$ cat src/sv/scs_pkg.sv
// ----------------------------------------------------------------------------
// Settle centre sampler package
// Shared constants: item kinds, register indexes, field widths, reset values.
// ----------------------------------------------------------------------------
package scs_pkg;

    localparam int TIME_W = 63;
    localparam int CFG_W  = 24;
    localparam int CFG_AW = 3;
    localparam int CNT_W  = 4;

    // item kinds carried on tuser
    localparam logic FUNC_BEGIN  = 1'b0;
    localparam logic FUNC_SAMPLE = 1'b1;

    // configuration register indexes
    localparam logic [CFG_AW-1:0] CFG_SETTLE_DELAY   = 3'd0;
    localparam logic [CFG_AW-1:0] CFG_CAPTURE_WINDOW = 3'd1;
    localparam logic [CFG_AW-1:0] CFG_MAX_AGE        = 3'd2;
    localparam logic [CFG_AW-1:0] CFG_SPREAD_LIMIT   = 3'd3;
    localparam logic [CFG_AW-1:0] CFG_LEVEL_LIMIT    = 3'd4;
    localparam logic [CFG_AW-1:0] CFG_NEEDED_COUNT   = 3'd5;

    localparam logic [23:0]      RST_SETTLE_DELAY   = 24'd1000000;
    localparam logic [23:0]      RST_CAPTURE_WINDOW = 24'd3500000;
    localparam logic [23:0]      RST_MAX_AGE        = 24'd300000;
    localparam logic [15:0]      RST_SPREAD_LIMIT   = 16'd154;
    localparam logic [15:0]      RST_LEVEL_LIMIT    = 16'd1024;
    localparam logic [CNT_W-1:0] RST_NEEDED_COUNT   = 4'd5;

    localparam logic [CNT_W-1:0] CNT_MAX = 4'd15;

endpackage

$ cat src/sv/settle_center_sampler.sv
// ----------------------------------------------------------------------------
// Settle centre sampler
// Arms a yaw capture on a begin item, gathers settled camera readings and
// reports the middle of the settled yaw range.
// ----------------------------------------------------------------------------
// One item is taken every clock cycle while the master side is not stalling.
// A transfer lands in the input register; the capture state and the result
// register are then updated together from it, once the result register is
// free, and the result can be taken from there. The rate is set by the state
// update: each item reads the range, count and time marks that the previous
// item left, through a single combinational compare-and-select path. The
// result register frees itself whenever the master side takes its transfer,
// so both sides may stall independently.
module settle_center_sampler #(
    parameter int ANGLE_BITS = 24
) (
    input  logic                                   i_clk,
    input  logic                                   i_rst_n,
    // configuration write port
    input  logic                                   i_cfg_we,
    input  logic [scs_pkg::CFG_AW-1:0]             i_cfg_addr,
    input  logic [scs_pkg::CFG_W-1:0]              i_cfg_wdata,
    // input stream
    input  logic                                   s_axis_tvalid,
    output logic                                   s_axis_tready,
    // tdata, lsb up: time_us, quiet, cam_valid, cam_time_us, cam_yaw, cam_pitch
    input  logic [((128+2*ANGLE_BITS+7)/8)*8-1:0]  s_axis_tdata,
    // tuser: func
    input  logic                                   s_axis_tuser,
    // output stream
    output logic                                   m_axis_tvalid,
    input  logic                                   m_axis_tready,
    // tdata, lsb up: center_found, center_yaw, still_pending
    output logic [((ANGLE_BITS+2+7)/8)*8-1:0]      m_axis_tdata
);
    import scs_pkg::*;

    localparam int IN_W      = ((128 + 2*ANGLE_BITS + 7) / 8) * 8;
    localparam int QUIET_BIT = TIME_W;
    localparam int CVAL_BIT  = TIME_W + 1;
    localparam int CTIME_LSB = TIME_W + 2;
    localparam int YAW_LSB   = 2*TIME_W + 2;
    localparam int PITCH_LSB = YAW_LSB + ANGLE_BITS;

    // configuration
    logic [23:0]      r_settle_delay, r_capture_window, r_max_age;
    logic [15:0]      r_spread_limit, r_level_limit;
    logic [CNT_W-1:0] r_needed_count;

    // input register
    logic             r_in_valid;
    logic [IN_W-1:0]  r_in_data;
    logic             r_in_func;

    // capture state
    logic                         r_armed, n_armed;
    logic [TIME_W:0]              r_due, n_due, r_expire, n_expire;
    logic [TIME_W-1:0]            r_last, n_last;
    logic signed [ANGLE_BITS-1:0] r_low, n_low, r_high, n_high;
    logic [CNT_W-1:0]             r_cnt, n_cnt;

    // result register
    logic                         r_out_valid;
    logic                         r_out_found, n_found;
    logic signed [ANGLE_BITS-1:0] r_out_yaw, n_yaw;
    logic                         r_out_pending;

    logic advance;

    // unpacked fields of the held item
    logic [TIME_W-1:0]            now, ctime, age;
    logic                         quiet, cvalid;
    logic signed [ANGLE_BITS-1:0] yaw, pitch, min_lo, max_hi;
    logic [ANGLE_BITS-1:0]        apitch;
    logic signed [ANGLE_BITS:0]   spread, mid_sum;
    logic                         fresh, reject;

    assign advance       = !r_out_valid || m_axis_tready;
    assign s_axis_tready = !r_in_valid || advance;

    always_ff @(posedge i_clk) begin
        if (!i_rst_n) begin
            r_settle_delay   <= RST_SETTLE_DELAY;
            r_capture_window <= RST_CAPTURE_WINDOW;
            r_max_age        <= RST_MAX_AGE;
            r_spread_limit   <= RST_SPREAD_LIMIT;
            r_level_limit    <= RST_LEVEL_LIMIT;
            r_needed_count   <= RST_NEEDED_COUNT;
        end else if (i_cfg_we) begin
            unique case (i_cfg_addr)
                CFG_SETTLE_DELAY:   r_settle_delay   <= i_cfg_wdata;
                CFG_CAPTURE_WINDOW: r_capture_window <= i_cfg_wdata;
                CFG_MAX_AGE:        r_max_age        <= i_cfg_wdata;
                CFG_SPREAD_LIMIT:   r_spread_limit   <= i_cfg_wdata[15:0];
                CFG_LEVEL_LIMIT:    r_level_limit    <= i_cfg_wdata[15:0];
                CFG_NEEDED_COUNT:   r_needed_count   <= i_cfg_wdata[CNT_W-1:0];
                default: ;
            endcase
        end
    end

    always_comb begin
        now    = r_in_data[TIME_W-1:0];
        quiet  = r_in_data[QUIET_BIT];
        cvalid = r_in_data[CVAL_BIT];
        ctime  = r_in_data[CTIME_LSB +: TIME_W];
        yaw    = r_in_data[YAW_LSB +: ANGLE_BITS];
        pitch  = r_in_data[PITCH_LSB +: ANGLE_BITS];
        // the most negative pitch comes out as its true magnitude when read unsigned
        apitch = pitch[ANGLE_BITS-1] ? ANGLE_BITS'(-pitch) : ANGLE_BITS'(pitch);
        age    = now - ctime;
        fresh  = (ctime != '0) && (now >= ctime)
                 && (age < {{(TIME_W-24){1'b0}}, r_max_age});
        reject = ({1'b0, now} < r_due) || !cvalid || !fresh
                 || (apitch > {{(ANGLE_BITS-16){1'b0}}, r_level_limit})
                 || (ctime <= r_last);
        min_lo  = (yaw < r_low)  ? yaw : r_low;
        max_hi  = (yaw > r_high) ? yaw : r_high;
        spread  = {max_hi[ANGLE_BITS-1], max_hi} - {min_lo[ANGLE_BITS-1], min_lo};

        n_armed  = r_armed;
        n_due    = r_due;
        n_expire = r_expire;
        n_last   = r_last;
        n_low    = r_low;
        n_high   = r_high;
        n_cnt    = r_cnt;
        n_found  = 1'b0;
        n_yaw    = '0;

        if (r_in_func == FUNC_BEGIN) begin
            n_armed  = 1'b1;
            n_due    = {1'b0, now} + {{(TIME_W-23){1'b0}}, r_settle_delay};
            n_expire = {1'b0, now} + {{(TIME_W-23){1'b0}}, r_capture_window};
            n_last   = '0;
            n_low    = '0;
            n_high   = '0;
            n_cnt    = '0;
        end else if (r_armed) begin
            if (!quiet || ({1'b0, now} >= r_expire)) begin
                n_armed = 1'b0;
            end else if (!reject) begin
                n_last = ctime;
                if (r_cnt == '0) begin
                    n_low  = yaw;
                    n_high = yaw;
                    n_cnt  = CNT_W'(1);
                end else if (spread > $signed({{(ANGLE_BITS-16){1'b0}}, 1'b0, r_spread_limit}))
                begin
                    // range too wide: restart the run from this reading
                    n_low  = yaw;
                    n_high = yaw;
                    n_cnt  = CNT_W'(1);
                end else begin
                    n_low  = min_lo;
                    n_high = max_hi;
                    if (r_cnt < CNT_MAX) begin
                        n_cnt = r_cnt + CNT_W'(1);
                    end
                end
                if (n_cnt >= r_needed_count) begin
                    n_found = 1'b1;
                    n_armed = 1'b0;
                end
            end
        end

        mid_sum = {n_low[ANGLE_BITS-1], n_low} + {n_high[ANGLE_BITS-1], n_high};
        if (n_found) begin
            n_yaw = mid_sum[ANGLE_BITS:1];
        end
    end

    always_ff @(posedge i_clk) begin
        if (!i_rst_n) begin
            r_in_valid  <= 1'b0;
            r_out_valid <= 1'b0;
            r_armed     <= 1'b0;
            r_due       <= '0;
            r_expire    <= '0;
            r_last      <= '0;
            r_low       <= '0;
            r_high      <= '0;
            r_cnt       <= '0;
        end else begin
            if (s_axis_tready) begin
                r_in_valid <= s_axis_tvalid;
            end
            if (advance) begin
                r_out_valid <= r_in_valid;
            end
            if (r_in_valid && advance) begin
                r_armed  <= n_armed;
                r_due    <= n_due;
                r_expire <= n_expire;
                r_last   <= n_last;
                r_low    <= n_low;
                r_high   <= n_high;
                r_cnt    <= n_cnt;
            end
        end
    end

    always_ff @(posedge i_clk) begin
        if (s_axis_tready && s_axis_tvalid) begin
            r_in_data <= s_axis_tdata;
            r_in_func <= s_axis_tuser;
        end
        if (r_in_valid && advance) begin
            r_out_found   <= n_found;
            r_out_yaw     <= n_yaw;
            r_out_pending <= n_armed;
        end
    end

    assign m_axis_tvalid = r_out_valid;

    always_comb begin
        m_axis_tdata                   = '0;
        m_axis_tdata[0]                = r_out_found;
        m_axis_tdata[1 +: ANGLE_BITS]  = r_out_yaw;
        m_axis_tdata[ANGLE_BITS+1]     = r_out_pending;
    end

    // a reported centre always closes the capture
    a_found_disarms: assert property (@(posedge i_clk) disable iff (!i_rst_n)
        (r_out_valid && r_out_found) |-> !r_out_pending)
        else $error("centre reported while capture still pending");

    a_begin_arms: assert property (@(posedge i_clk) disable iff (!i_rst_n)
        (r_in_valid && advance && r_in_func == FUNC_BEGIN) |=> (r_armed && r_cnt == '0))
        else $error("begin item did not arm a fresh capture");

    a_idle_no_centre: assert property (@(posedge i_clk) disable iff (!i_rst_n)
        (r_in_valid && advance && r_in_func == FUNC_SAMPLE && !r_armed)
        |=> (!r_out_found && !r_out_pending && !r_armed))
        else $error("sample while disarmed changed the capture");

endmodule

$ cat config.mk
export PLATFORM = sky130hd
export DESIGN_NAME = settle_center_sampler
export DESIGN_NICKNAME = d
export VERILOG_FILES = /design/src/sv/scs_pkg.sv /design/src/sv/settle_center_sampler.sv
export SDC_FILE = /design/constraint.sdc
export NUM_CORES = 2
export LEC_CHECK = 0
export BUFFER_PORTS_ARGS = -buffer_cell sky130_fd_sc_hd__buf_2
export CORE_UTILIZATION = 55
export CTS_BUF_LIST = sky130_fd_sc_hd__clkbuf_16
export CTS_CLUSTER_SIZE = 24
export DETAILED_ROUTE_END_ITERATION = 10
export PLACE_DENSITY = 0.84
export SLEW_MARGIN = 25
export SYNTH_ARGS = -nofsm -noshare
export SYNTH_HDL_FRONTEND = slang
export SYNTH_SLANG_ARGS = --single-unit
$ cat constraint.sdc
create_clock -name i_clk -period 16.3 [get_ports i_clk]
set_clock_uncertainty 0.05 [all_clocks]
set_input_delay 0 -clock i_clk [delete_from_list [all_inputs] [get_ports i_clk]]
set_output_delay 0 -clock i_clk [all_outputs]
set_load 0.01 [all_outputs]
==> qor.csv <==
stage;metric;value;unit
timing;worst rel slew slack;27.6;%
hold_path;Hold Crit Class;input pin to flop;
floorplan;Initial Util;55.5;%
cells_and_area;post-route cell area;46100;µm²
synthesis;EDFF count, synth;203;
timing;setup violators final;0;
route;metal1 wirelength;50.1;mm
floorplan;Ports;243;
grt;initial antenna violation count;3;
clock_tree;clock root cell;clkbuf_16;
worst_setup_path;CP arrival;13790;ps
route;DR DRC count;0;
clock_tree;total CTS buffers;66;
clock_tree;setup bufs post-CTS;0;
grt;Remaining Overflow, GRT;0;
route;total number of vias;37900;
place;port bufs;236;
route;Starting DRT DRC Count;4196;
grt;first-pass GRT wire length;202;mm
timing;Max Fclk;74.1;MHz
timing;Final Max Slew Viols;0;
place;GPL Wtd Cong;1.02;
synthesis;cell area after synthesis;39700;µm²
synthesis;largest cells by area after synthesis;dfxtp_1, edfxtp_1, ha_1, nand2_1, a21oi_1;
cells_and_area;Fillers;5706;
clock_tree;clk slew on worst S/H paths;60;ps
clock_tree;CTS tree;yes;
synthesis;leading area contributor after synthesis;dfxtp_1;
run;Max-Cap Viols;0;
route;Detailed Routing Iterations Pass 1;7;
power;Static Leak;18.7;nW
timing;Worst-Margin Slew;1070;ps
route;routed wl met2;60.1;mm
floorplan;die width;271;µm
power;Peak VDD IR;90.3;µV
timing;Final Cycle Share;82.8;%
worst_setup_path;crit end category;flop;
worst_setup_path;startpoint types;flop;
floorplan;die area;73300;µm²
grt;Tot GR Track Use;34.9;%
route;met3 wire length;12.2;mm
floorplan;Core Rows;98;
status;status;complete, no violations;
timing;final worst path period need;13490;ps
place;DP HPWL;92.1;mm
route;final WL;131;mm
worst_setup_path;Worst Path Required;16590;ps
cells_and_area;layout cells sized above 1;8.27;%
floorplan;die height;271;µm
cells_and_area;Area Growth Syn to Fin;16.0;%
worst_setup_path;cell mode on critical path;a21oi_1;
synthesis;area share of the leading cell type in the synthesized netlist;17.8;%
grt;vias in the first global route;36500;
floorplan;core area;71500;µm²
route;DR WL/cell;21.4;µm
synthesis;Avg Inst Size Synth;8.34;µm²
cells_and_area;Nets;5802;
route;highest metal used;met4;
place;Post-DP Area;41600;µm²
synthesis;synthesized netlist cell count;4761;
clock_tree;htree depth;3;
clock_tree;Clock Latency Late Sink;640;ps
timing;Sum Neg Setup Slack;0;ps
worst_setup_path;Critical-path top delay cell;nor4_1;
worst_setup_path;Setup CP Type;flop to flop;
synthesis;Yosys Warn Count;0;
power;Pwr Total;3.95;mW
power;Pwr per Cell Area;85.8;nW/µm²
timing;Final Hold Vio Count;0;
synthesis;ys flop type;dfxtp_1;
synthesis;Seq/Total Area, Yosys;33.2;%
clock_tree;worst-case clock buffer depth;3;
synthesis;Yosys reg bits;557;
grt;pin count of the biggest net entering global routing;157;
route;DRT antenna net count;0;
synthesis;asr flop ratio synth;0;%
route;vias per cell;6.18;
synthesis;library cells used by synthesis;108;
clock_tree;clk sinks;557;
worst_setup_path;Worst Path Max Fanout;39;
worst_setup_path;CP max stage delay;610;ps
timing;RSZ-0062 raised after global routing;no;
[final cells by class]
cell class / count / area (µm²) / share of cell area (%)
Antenna cell: 3 / 7.51 / 0.0163
Clock buffer: 67 / 1680 / 3.64
Clock inverter: 51 / 478 / 1.04
Inverter: 458 / 1720 / 3.73
Multi-Input combinational cell: 3556 / 24100 / 52.3
Sequential cell: 557 / 13200 / 28.6
Tap cell: 950 / 1190 / 2.58
Timing Repair Buffer: 496 / 3730 / 8.10
[timing repair]
item / CTS / global route
gates resized for setup: 0 / 0
endpoints found under the hold margin: 287 / 0
hold buffers: 233 / 0
[synth_stat cells (12+ instances only)]
cell and instances:
nor4_1 51, a21o_1 156, and2_1 51, or2_2 15
a211oi_1 14, nor2_1 220, ha_1 453, a31oi_1 23
inv_1 458, a22oi_1 71, xor2_1 68, a22o_1 12
o21bai_1 42, xnor2_1 128, and3_1 41, mux2i_1 43
nand2b_1 33, nand3b_1 16, o21ai_0 284, o21a_1 25
nand2_1 584, clkbuf_1 171, nand3_1 130, dfxtp_1 354
edfxtp_1 203, nor3_1 86, or3_1 17, o2111ai_1 13
a21oi_1 351, o211a_1 23, o31ai_1 20, nor2b_1 132
o211ai_1 32, nand4_1 110, a21boi_0 118
[stage by stage]
stage	std cells	utilization, %	worst slack [ps]	hold slack (ps)
after CTS	6135	64.4	3180	1.19
final	6138	64.5	2810	6.77
after global routing	6136	64.5	1860	15.0
after detailed placement	5784	58.2	3270	128
after floorplan	4766	-	5060	48.9
after global placement	5784	58.2	3620	126
[routing by layer]
metal  vias up  track usage (%)
li1      17700                -
met4         0             21.5
met2      2003             57.4
met3       458             5.72
met1     17700             42.6
met5         -                0
[power by group]
| part | internal [mW] | leakage (nW) | total [mW] | switching, mW |
|---|---|---|---|---|
| Sequential | 1.50 | 4.83 | 1.58 | 0.0773 |
| Clock | 0.868 | 1.09 | 1.52 | 0.648 |
| Combinational | 0.356 | 12.7 | 0.861 | 0.506 |
| Total | 2.72 | 18.7 | 3.95 | 1.23 |
[worst paths after layout]
kind	slack (ps)	depth (start not counted)	start	end
setup / recovery	2810	51	r_in_data[151]	r_out_yaw[21]
hold / removal	7	2	i_rst_n	r_capture_window[16]
setup reg to reg	2810	51	r_in_data[151]	r_out_yaw[21]
hold reg to reg	410	2	r_max_age[13]	r_max_age[13]
[critical path: cells and delay by family (launching register included)]
kind	cells	cell delay, ps
flip-flops	1	490
XOR/XNOR	2	360
multiplexers	1	130
AND/OR/NAND/NOR	15	3990
buffers and inverters	2	480
AO/OA/AOI/OAI	26	6040
adder cells (fa/ha/maj)	5	1630
[kinds of logic after synthesis]
kind of cell	Yosys count	synth area share, %
adder cells (fa/ha/maj)	458	14.5
AO/OA/AOI/OAI	1300	21.3
AND/OR/NAND/NOR	1549	19.1
XOR/XNOR	196	4.32
buffers and inverters	653	6.28
other	1	0.00944
multiplexers	47	1.20
flip-flops	557	33.2
[layout by cell type (no fill, tap or decap), types with 13 or more instances in the layout]
cell type,synthesis,final
nor2_1,220,217
o211a_1,23,23
and3_1,41,41
nand3b_1,16,16
a211oi_1,14,13
xnor2_1,128,128
nor3_1,86,86
mux2i_1,43,43
o21a_1,25,25
o21ai_0,284,284
buf_4,8,25
o211ai_1,32,32
nor4_1,51,51
nand2_1,584,584
nand3_1,130,130
a31oi_1,23,23
a21oi_1,351,351
o2111ai_1,13,13
xor2_1,68,68
nand4_1,110,110
dlygate4sd3_1,0,233
edfxtp_1,203,203
a21boi_0,118,118
a22oi_1,71,71
nand2b_1,33,30
a21o_1,156,156
or3_1,17,17
o31ai_1,20,20
o21bai_1,42,42
dfxtp_1,354,354
buf_2,8,235
nor2b_1,132,132
ha_1,453,453
clkbuf_16,0,67
or2_2,15,15
inv_1,458,468
and2_1,51,50
[state kept, by name (all words and copies together), names as in the netlist, 4 cells and up]
name              flops
r_level_limit        16
r_high               24
r_settle_delay       24
r_spread_limit       16
r_low                24
r_out_yaw            24
r_needed_count        4
r_cnt                 4
r_expire             64
r_max_age            24
r_capture_window     24
r_in_data           176
r_last               63
r_due                64
Note: power is estimated with default switching activity, not from simulation.
